### src/sv/fwrl_pkg.sv
package fwrl_pkg;

    // table geometry
    localparam int SLOTS  = 4;
    localparam int SLOT_W = (SLOTS > 1) ? $clog2(SLOTS) : 1;

    // field widths
    localparam int ID_W   = 64;
    localparam int TIME_W = 32;
    localparam int MIN_W  = 17;
    localparam int CNT_W  = 16;
    localparam int OUT_SLOT_W = 2;

    // minute derivation: floor(now * RECIP / 2^RECIP_SHIFT) is the quotient or one short
    localparam int unsigned MS_PER_MIN = 60000;
    localparam logic [TIME_W-1:0] RECIP = 32'd2345624805;
    localparam int RECIP_SHIFT = 47;
    localparam int PROD_W = 2 * TIME_W;

    localparam logic [CNT_W-1:0] COUNT_MAX   = '1;
    localparam logic [CNT_W-1:0] LIMIT_RESET = 16'd20;

    typedef enum logic [1:0] {
        ST_IDLE,
        ST_SCAN,
        ST_UPDATE
    } t_state;

    // status of the minute divider
    typedef struct packed {
        logic             done;
        logic [MIN_W-1:0] minute;
    } t_div_stat;

endpackage

### src/sv/fwrl_minute_div.sv
module fwrl_minute_div (
    input  logic                          i_clk,
    input  logic                          i_rst_n,
    input  logic                          i_start,
    input  logic [fwrl_pkg::TIME_W-1:0]   i_now_ms,
    output fwrl_pkg::t_div_stat           o_stat
);

    logic [fwrl_pkg::PROD_W-1:0]  r_prod;
    logic [fwrl_pkg::TIME_W-1:0]  r_now;
    logic                         r_s1;
    logic                         r_done;
    logic [fwrl_pkg::MIN_W-1:0]   r_minute;

    logic [fwrl_pkg::MIN_W-1:0]   q_est;
    logic [fwrl_pkg::TIME_W:0]    q_back;
    logic [fwrl_pkg::TIME_W:0]    rem_full;
    logic [fwrl_pkg::MIN_W-1:0]   rem;
    logic [fwrl_pkg::MIN_W-1:0]   q_fix;

    // second step: remainder check corrects an estimate that is one short
    always_comb begin
        q_est    = r_prod[fwrl_pkg::RECIP_SHIFT +: fwrl_pkg::MIN_W];
        q_back   = (fwrl_pkg::TIME_W+1)'(q_est) * (fwrl_pkg::TIME_W+1)'(fwrl_pkg::MS_PER_MIN);
        rem_full = (fwrl_pkg::TIME_W+1)'(r_now) - q_back;
        rem      = rem_full[fwrl_pkg::MIN_W-1:0];
        q_fix    = (rem >= fwrl_pkg::MIN_W'(fwrl_pkg::MS_PER_MIN)) ?
                   q_est + fwrl_pkg::MIN_W'(1) : q_est;
    end

    // first step: reciprocal multiply; the corrected minute of the second step is registered here too
    always_ff @(posedge i_clk) begin
        if (i_start) begin
            r_prod <= fwrl_pkg::PROD_W'(i_now_ms) * fwrl_pkg::PROD_W'(fwrl_pkg::RECIP);
            r_now  <= i_now_ms;
        end
        if (r_s1) begin
            r_minute <= q_fix;
        end
    end

    // step control
    always_ff @(posedge i_clk) begin
        if (!i_rst_n) begin
            r_s1   <= 1'b0;
            r_done <= 1'b0;
        end else if (i_start) begin
            r_s1   <= 1'b1;
            r_done <= 1'b0;
        end else if (r_s1) begin
            r_s1   <= 1'b0;
            r_done <= 1'b1;
        end
    end

    assign o_stat.done   = r_done;
    assign o_stat.minute = r_minute;

endmodule

### src/sv/per_user_fixed_window_rate_limiter_unit.sv
// Per-user fixed-window rate limiter. Each request carries a user id and a
// millisecond time; the unit keeps a small table of user slots, each with the
// minute of its last request and a saturating count of requests in that
// minute, and answers whether the request stays within the configured limit.
// An unknown id claims the lowest free slot; with the table full it is counted
// in slot 0. A request passes through an accept step, a walk of the table in
// which a single shared 64-bit comparator checks one slot per step, and an
// update step that loads the result. A hit in slot k stops the walk there.
// The result is valid from the cycle after the update, which is also the
// first cycle in which the next request can be accepted. The minute number
// comes from a two-step reciprocal divider that runs alongside the scan and
// is ready by the earliest update. The unit stalls input while a request is
// in work; the update also waits while an earlier result is stalled and has
// not yet been taken. The limit register may be written at any cycle and is
// read only in the update cycle.
module per_user_fixed_window_rate_limiter_unit (
    input  logic                               i_clk,
    input  logic                               i_rst_n,
    input  logic                               i_in_valid,
    output logic                               o_in_stall,
    input  logic signed [fwrl_pkg::ID_W-1:0]   i_user_id,
    input  logic [fwrl_pkg::TIME_W-1:0]        i_now_ms,
    output logic                               o_out_valid,
    input  logic                               i_out_stall,
    output logic                               o_allowed,
    output logic [fwrl_pkg::OUT_SLOT_W-1:0]    o_slot_used,
    output logic [fwrl_pkg::CNT_W-1:0]         o_request_count,
    input  logic                               i_cfg_valid,
    output logic                               o_cfg_ready,
    input  logic [fwrl_pkg::CNT_W-1:0]         i_cfg_limit_per_minute
);

    fwrl_pkg::t_state r_state, n_state;

    logic [fwrl_pkg::ID_W-1:0]     r_id, n_id;
    logic [fwrl_pkg::SLOT_W-1:0]   r_idx, n_idx;
    logic                          r_hit, n_hit;
    logic [fwrl_pkg::SLOT_W-1:0]   r_slot, n_slot;
    logic                          r_free_found, n_free_found;
    logic [fwrl_pkg::SLOT_W-1:0]   r_free, n_free;

    logic [fwrl_pkg::ID_W-1:0]     r_owner  [fwrl_pkg::SLOTS];
    logic [fwrl_pkg::MIN_W-1:0]    r_minute [fwrl_pkg::SLOTS];
    logic [fwrl_pkg::CNT_W-1:0]    r_count  [fwrl_pkg::SLOTS];

    logic [fwrl_pkg::CNT_W-1:0]    r_limit;

    logic                          r_out_valid, n_out_valid;
    logic                          r_allowed, n_allowed;
    logic [fwrl_pkg::OUT_SLOT_W-1:0] r_slot_used, n_slot_used;
    logic [fwrl_pkg::CNT_W-1:0]    r_req_count, n_req_count;

    logic                          in_acc;
    logic                          out_free;
    logic                          load;
    logic                          claim;
    logic [fwrl_pkg::SLOT_W-1:0]   upd_slot;
    logic [fwrl_pkg::SLOT_W-1:0]   rd_addr;
    logic [fwrl_pkg::ID_W-1:0]     owner_rd;
    logic [fwrl_pkg::MIN_W-1:0]    minute_rd;
    logic [fwrl_pkg::CNT_W-1:0]    count_rd;
    logic                          id_match;
    logic                          is_free;
    logic [fwrl_pkg::CNT_W-1:0]    base_count;
    logic [fwrl_pkg::CNT_W-1:0]    new_count;
    fwrl_pkg::t_div_stat           div_stat;

    // minute number of the request time
    fwrl_minute_div u_div (
        .i_clk    (i_clk),
        .i_rst_n  (i_rst_n),
        .i_start  (in_acc),
        .i_now_ms (i_now_ms),
        .o_stat   (div_stat)
    );

    // table read port and shared comparator
    always_comb begin
        upd_slot  = r_hit ? r_slot : (r_free_found ? r_free : '0);
        rd_addr   = (r_state == fwrl_pkg::ST_SCAN) ? r_idx : upd_slot;
        owner_rd  = r_owner[rd_addr];
        minute_rd = r_minute[rd_addr];
        count_rd  = r_count[rd_addr];
        id_match  = (owner_rd == r_id);
        is_free   = (owner_rd == '0);
        base_count = (minute_rd != div_stat.minute) ? '0 : count_rd;
        new_count  = (base_count == fwrl_pkg::COUNT_MAX) ?
                     base_count : base_count + fwrl_pkg::CNT_W'(1);
    end

    // sequencer next state and datapath control
    always_comb begin
        n_state      = r_state;
        n_id         = r_id;
        n_idx        = r_idx;
        n_hit        = r_hit;
        n_slot       = r_slot;
        n_free_found = r_free_found;
        n_free       = r_free;
        in_acc       = 1'b0;
        load         = 1'b0;
        claim        = 1'b0;
        out_free     = !r_out_valid || !i_out_stall;
        case (r_state)
            fwrl_pkg::ST_IDLE: begin
                if (i_in_valid) begin
                    in_acc       = 1'b1;
                    n_state      = fwrl_pkg::ST_SCAN;
                    n_id         = i_user_id;
                    n_idx        = '0;
                    n_hit        = 1'b0;
                    n_free_found = 1'b0;
                end
            end
            fwrl_pkg::ST_SCAN: begin
                if (id_match) begin
                    n_hit   = 1'b1;
                    n_slot  = r_idx;
                    n_state = fwrl_pkg::ST_UPDATE;
                end else begin
                    if (is_free && !r_free_found) begin
                        n_free_found = 1'b1;
                        n_free       = r_idx;
                    end
                    if (r_idx == fwrl_pkg::SLOT_W'(fwrl_pkg::SLOTS - 1)) begin
                        n_state = fwrl_pkg::ST_UPDATE;
                    end else begin
                        n_idx = r_idx + fwrl_pkg::SLOT_W'(1);
                    end
                end
            end
            fwrl_pkg::ST_UPDATE: begin
                if (div_stat.done && out_free) begin
                    load    = 1'b1;
                    claim   = !r_hit && r_free_found;
                    n_state = fwrl_pkg::ST_IDLE;
                end
            end
            default: begin
                n_state = fwrl_pkg::ST_IDLE;
            end
        endcase

        // result register
        n_allowed   = r_allowed;
        n_slot_used = r_slot_used;
        n_req_count = r_req_count;
        if (load) begin
            n_out_valid = 1'b1;
            n_allowed   = (new_count <= r_limit);
            n_slot_used = fwrl_pkg::OUT_SLOT_W'(upd_slot);
            n_req_count = new_count;
        end else if (r_out_valid && !i_out_stall) begin
            n_out_valid = 1'b0;
        end else begin
            n_out_valid = r_out_valid;
        end
    end

    // state register
    always_ff @(posedge i_clk) begin
        if (!i_rst_n) begin
            r_state <= fwrl_pkg::ST_IDLE;
        end else begin
            r_state <= n_state;
        end
    end

    // control registers
    always_ff @(posedge i_clk) begin
        if (!i_rst_n) begin
            r_hit        <= 1'b0;
            r_free_found <= 1'b0;
            r_idx        <= '0;
            r_out_valid  <= 1'b0;
            r_limit      <= fwrl_pkg::LIMIT_RESET;
        end else begin
            r_hit        <= n_hit;
            r_free_found <= n_free_found;
            r_idx        <= n_idx;
            r_out_valid  <= n_out_valid;
            if (i_cfg_valid) begin
                r_limit <= i_cfg_limit_per_minute;
            end
        end
    end

    // request and result payload
    always_ff @(posedge i_clk) begin
        r_id        <= n_id;
        r_slot      <= n_slot;
        r_free      <= n_free;
        r_allowed   <= n_allowed;
        r_slot_used <= n_slot_used;
        r_req_count <= n_req_count;
    end

    // slot table
    always_ff @(posedge i_clk) begin
        if (!i_rst_n) begin
            for (int i = 0; i < fwrl_pkg::SLOTS; i++) begin
                r_owner[i]  <= '0;
                r_minute[i] <= '0;
                r_count[i]  <= '0;
            end
        end else if (load) begin
            r_minute[upd_slot] <= div_stat.minute;
            r_count[upd_slot]  <= new_count;
            if (claim) begin
                r_owner[upd_slot] <= r_id;
            end
        end
    end

    assign o_in_stall      = (r_state != fwrl_pkg::ST_IDLE);
    assign o_out_valid     = r_out_valid;
    assign o_allowed       = r_allowed;
    assign o_slot_used     = r_slot_used;
    assign o_request_count = r_req_count;
    assign o_cfg_ready     = 1'b1;

endmodule

### config.mk
export PLATFORM = sky130hd
export DESIGN_NAME = per_user_fixed_window_rate_limiter_unit
export DESIGN_NICKNAME = d
export VERILOG_FILES = /design/src/sv/fwrl_pkg.sv /design/src/sv/fwrl_minute_div.sv /design/src/sv/per_user_fixed_window_rate_limiter_unit.sv
export SDC_FILE = /design/constraint.sdc
export NUM_CORES = 2
export LEC_CHECK = 0
export BUFFER_PORTS_ARGS = -buffer_cell sky130_fd_sc_hd__buf_2
export CORE_MARGIN = 2
export CORE_UTILIZATION = 48
export CTS_CLUSTER_SIZE = 8
export DETAILED_ROUTE_END_ITERATION = 7
export MAX_ROUTING_LAYER = met4
export PLACE_DENSITY = 0.68
export SLEW_MARGIN = 5
export SYNTH_ARGS = -nofsm -noshare
export SYNTH_HDL_FRONTEND = slang
export SYNTH_SLANG_ARGS = --single-unit
### constraint.sdc
create_clock -name i_clk -period 12.24 [get_ports i_clk]
set_input_delay 2.448 -clock i_clk [delete_from_list [all_inputs] [get_ports i_clk]]
set_output_delay 2.448 -clock i_clk [all_outputs]
set_load 0.01 [all_outputs]
### Yosys cells after proc, flatten, opt, wreduce, memory -nomap -nowiden

Memory sizes are Yosys's and may differ from the RTL's.
Index checks and enable logic that the tools add are counted.

* muxes and demuxes: 47
* bitwise logic cells: 2
* $add $sub $neg: 4
* eq/ne operators: 13
* $lt $le $gt $ge: 2
* reductions and logical operators: 25
* multipliers: 2

Operators with widths (number)
* == test 64 bit: 1
* logical NOT 64 bit: 1
* multiplier 32 x 32 -> 64 bit (second input constant): 1
* 2-to-1 mux 64 bit: 1
* OR reduction 64 bit: 1
* 2-to-1 mux 16 bit: 3
* 2-to-1 mux 17 bit: 2
* 2-to-1 mux 2 bit: 13
* 2-to-1 mux 1 bit: 24
* adder 17 x 1 -> 17 bit (second input constant): 1
* greater-or-equal comparator 17 x 16 -> 1 bit (second input constant): 1
* multiplier 17 x 11 -> 12 bit (second input constant): 1
* != test 17 bit: 1
* OR reduction 17 bit: 1
* subtractor 17 bit: 1
* adder 16 x 1 -> 16 bit (second input constant): 1
* == test 16 bit (second input constant): 1
* less-or-equal comparator 16 bit: 1
* OR reduction 16 bit: 1
* != test 2 bit (second input constant): 5
* AND reduction 3 bit: 3
* AND reduction 4 bit: 2
* case mux 2 bit (3 select lines): 1
* nonzero test 2 bit: 3
* 14 further kinds: 24

* memories: 3
* register bits after elaboration: 210
* logic and storage cells: 115
* memory bits (writable): 388

Memories
* r_owner: depth 4, width 64, read ports 1, clocked after Yosys merged registers in 0, write ports 4, RTL line per_user_fixed_window_rate_limiter_unit.sv:42 `logic [fwrl_pkg::ID_W-1:0] r_owner [fwrl_pkg::SLOTS];`
* r_minute: depth 4, width 17, read ports 1, clocked after Yosys merged registers in 0, write ports 4, RTL line per_user_fixed_window_rate_limiter_unit.sv:43 `logic [fwrl_pkg::MIN_W-1:0] r_minute [fwrl_pkg::SLOTS];`
* r_count: depth 4, width 16, read ports 1, clocked after Yosys merged registers in 0, write ports 4, RTL line per_user_fixed_window_rate_limiter_unit.sv:44 `logic [fwrl_pkg::CNT_W-1:0] r_count [fwrl_pkg::SLOTS];`

### Logic depth before layout (Yosys ltp)

* depth after elaboration: 11
* mapped depth: 33
* gate-level depth less buffers: 25

### Hierarchy

From an unflattened synthesis, not the netlist that was laid out.

* cell total of the unflattened synthesis: 3750
* area, all modules: 42709.7 um2

Modules (own cells, without submodules)
* per_user_fixed_window_rate_limiter_unit: cells each 1901, area each 23253.6 um2, times used 1
* fwrl_minute_div: cells each 1849, area each 19456.2 um2, times used 1

### Least setup slack after synthesis

Ideal clock, no wire load.

* path type: input -> register
* from: input port i_out_stall
* to: memory r_owner[1][0] (netlist name) (enable)
* stages on the path: 3
* library setup time: 0.661 ns
* slack: 2.305 ns
* data arrival time: 9.274 ns
* data required time: 11.579 ns
* cell sequence: nand2_1 > nand3_1 > o41ai_1

RTL lines
* start: declaration: RTL line per_user_fixed_window_rate_limiter_unit.sv:24 `input logic i_out_stall,`
* end: declaration: RTL line per_user_fixed_window_rate_limiter_unit.sv:42

### Worst setup path in the final report

* from: input port i_now_ms[14] (netlist name)
* to: register u_div.r_prod[63] (netlist name), data pin

* longest elaborated chain between the ends: 1

RTL lines
* start: declaration: RTL line per_user_fixed_window_rate_limiter_unit.sv:22 `input logic [fwrl_pkg::TIME_W-1:0] i_now_ms,`
* multiplier 32 x 32 -> 64 bit: RTL line fwrl_minute_div.sv:34 `r_prod <= fwrl_pkg::PROD_W'(i_now_ms) * fwrl_pkg::PROD_W'(fwrl_pkg::RECIP);`
* end signal: assignment: RTL line fwrl_minute_div.sv:34
* end: declaration: RTL line fwrl_minute_div.sv:9 `logic [fwrl_pkg::PROD_W-1:0] r_prod;`

No other way between the ends.
A chain may end at the register's enable or synchronous reset.

==> impl_metrics.tcl <==
set metrics [dict create \
    status "finished, final reports clean" \
    post_dp_cell_area_um2 43600 \
    grt_pass1_vias 27400 \
    ys_ff_latch 546 \
    synth_ff_type "edfxtp_1" \
    dr.first_iter.drc_count 1996 \
    fmax_mhz 106 \
    tightest_slew_ns 1.09 \
    final_hold_viol_count 0 \
    vias_per_cell 5.43 \
    synthArstFlopShare_pct 0 \
    grt_max_degree 111 \
    crit_end "u_div.r_prod[63]$_DFFE_PP_" \
    syn-cell-area_um2 41700 \
    synthDistinctLibCells 78 \
    hold_class "flop to flop" \
    cts-root-buf "clkbuf_16" \
    finalCriticalPeriod_ns 9.40 \
    wirelength_um 102000 \
    cts.clk_slew.worst_paths_ns 0.05 \
    rsz0062_at_grt "no" \
    start_util_pct 48.3 \
    numCtsBuffers 78 \
    worst-endpoint-arrival_ns 9.76 \
    ys_seq_area_share_pct 38.7 \
    overflow 0 \
    synth_fp_nets 4451 \
    placement.io_buffers 137 \
    fin_area_um2 45800 \
    worstReg2RegStart "r_free_found$_SDFFE_PN0P_" \
    area_delta_synth_final_pct 9.75 \
    rows 108 \
    clock_path_buffers 3 \
    cp_max_fo 11 \
    syn-mean-instance-area_um2 11.9 \
    synthMuxAreaShare_pct 4.29 \
    synth_edf_count 521 \
    yosysWarnings 0 \
    fp.dieH_um 299 \
    holdBufCountCts 0 \
    path_class "input port to flop" \
    rr_endpoint "o_allowed$_DFFE_PP_" \
    clkLatencyLatePin_ns 0.61 \
    cts.repair.resized 0 \
    setup_viol 0 \
    ys_top_cells_by_area "edfxtp_1 (37%), fa_1 (20%), ha_1 (13%)" \
    die-area_um2 89300 \
    maxSlewHeadroom_pct 27.3 \
    die_w_um 299 \
    netlist.area_leader.share_pct 37.5 \
    critPathRequiredTime_ns 12.60 \
    synth_fa_ha_area_share_pct 32.3 \
    h-tree-depth 3 \
    cap_viol_max_count 0 \
    finalSetupTns_ns 0 \
    synth_top_family_by_area "adder cells" \
    via_count 26100 \
    first_pass_iters 5 \
    synth_xor_xnor_area_share_pct 3.08 \
    gp_congestion 0.937 \
    reg2reg_depth 26 \
    hpwl_um 73400 \
    synth_top_area_cell "edfxtp_1" \
    pin_count 139 \
    slew_viol_final 0 \
    grt_antenna_before_repair 1 \
    synth-simple-area-share_pct 10.1 \
    synth_compound_area_share_pct 4.88 \
    layout_commonest_cell "inv_1" \
    reg2reg_slack_ns 4.85 \
    start_kind "input port" \
    cts_tree "yes" \
    drcViolationCount 0 \
    core_um2 86500 \
    crit_path_end_kind "flop" \
    grt_pass1_wl_um 158000 \
    drive_gt1_share_pct 7.78 \
    grtUsageTotal_pct 23.9 \
    layout_common_cells "inv_1 (597), edfxtp_1 (521), ha_1 (424), fa_1 (408), and3_1 (173)" \
    wl_per_cell_um 21.3 \
    fin_nets 4577 \
    syn_inst 3502 \
    min_period_over_period_pct 76.8 \
    finClkSkew_ns 0.0242 \
    post-route-util_pct 53.0 \
    cp-startpoint "i_now_ms[14]" \
    clkSinkCount 546 \
    postCtsSetupBuffers 0 \
    antenna_left 0 \
]
flip-flops by register name, summed over array words and instances (netlist names):
signal / count
o_allowed: 1
r_minute: 68
o_out_valid: 1
u_div.r_now: 12
r_slot: 2
r_idx: 2
u_div.r_done: 1
u_div.r_prod: 17
o_slot_used: 2
o_request_count: 16
r_free_found: 1
r_state: 2
u_div.r_s1: 1
r_id: 64
r_limit: 16
u_div.r_minute: 17
r_hit: 1
r_count: 64
r_owner: 256
r_free: 2
metrics by stage:
stage | hold slack [ns] | setup slack (ns) | instances
3_3_place_gp | 0.477 | 2.31 | 4703
4_1_cts | 0.493 | 2.88 | 4807
6_report | 0.488 | 2.84 | 4809
3_5_place_dp | 0.485 | 2.22 | 4703
2_1_floorplan | 0.460 | 2.31 | 3502
5_1_grt | 0.521 | 2.53 | 4808
area by class of cell:
type	instances	area, um2
diodes	2	5.00
clock buffers	97	2070
clock inverters	7	101
fillers	7411	40700
inverters	598	2250
multi-input cells	2240	22900
flip-flops and latches	546	16100
well taps	1155	1450
repair buffers	164	888
cells in the mapped netlist (all sizes together) (4+ instances only):
master,instances
nor4,40
nor2b,18
a211oi,25
nand3,22
and2,171
o311a,16
xnor2,50
mux2,4
a21o,18
or2,5
a311oi,4
nand2,125
nand2b,16
a21oi,116
inv,598
a22oi,34
xor2,96
nor3,23
and3,173
o31ai,6
o211ai,5
edfxtp,521
nand4,29
or4,4
clkbuf,86
a31oi,6
buf,32
dfxtp,25
or3,11
o21a,10
fa,408
mux2i,169
ha,424
o21ai,36
nor2,131
worst min-delay path by stage:
stage / start / depth (start not counted) / end / slack (ns)
after floorplan: r_limit[10]$_SDFFE_PN0P_ / 2 / r_limit[10]$_SDFFE_PN0P_ / 0.46
after global placement: r_limit[11]$_SDFFE_PN0P_ / 2 / r_limit[11]$_SDFFE_PN0P_ / 0.48
after detailed placement: r_limit[4]$_SDFFE_PN1P_ / 2 / r_limit[4]$_SDFFE_PN1P_ / 0.49
after CTS: r_limit[4]$_SDFFE_PN1P_ / 2 / r_limit[4]$_SDFFE_PN1P_ / 0.49
after global routing: r_limit[5]$_SDFFE_PN0P_ / 2 / r_limit[5]$_SDFFE_PN0P_ / 0.52
final: r_limit[4]$_SDFFE_PN1P_ / 2 / r_limit[4]$_SDFFE_PN1P_ / 0.49
worst max-delay path, stage by stage:
cell and delay, ns:
buf_2 0.35, fa_1 0.53, ha_1 0.33, fa_1 0.47
fa_1 0.50, fa_1 0.51, fa_1 0.52, fa_1 0.50
inv_1 0.06, fa_1 0.51, inv_1 0.05, ha_1 0.28
a211oi_1 0.22, o21ai_0 0.15, a2111oi_0 0.36, a21oi_1 0.19
a211oi_1 0.71, a21oi_1 0.24, a21oi_1 0.34, o211ai_1 0.19
a21oi_1 0.20, xnor2_1 0.08
per-layer routing:
layer  vias up  share of wire, %  global-route usage [%]
li1      12100                 -                       -
met1     13000                43                    31.5
met2       811                48                    38.3
met3       153               6.4                    3.96
met4         0               2.6                    6.56
met5         -                 0                       -
cells by family after synthesis:
logic type | after synthesis
buffers and inverters | 716
AND/OR/NAND/NOR | 779
AO/OA/AOI/OAI | 307
adder cells (fa/ha/maj) | 832
other | 1
multiplexers | 175
flip-flops | 546
XOR/XNOR | 146
Power is not shown: default switching activity piles up to over one toggle a cycle in this logic, so the estimate is an artifact.
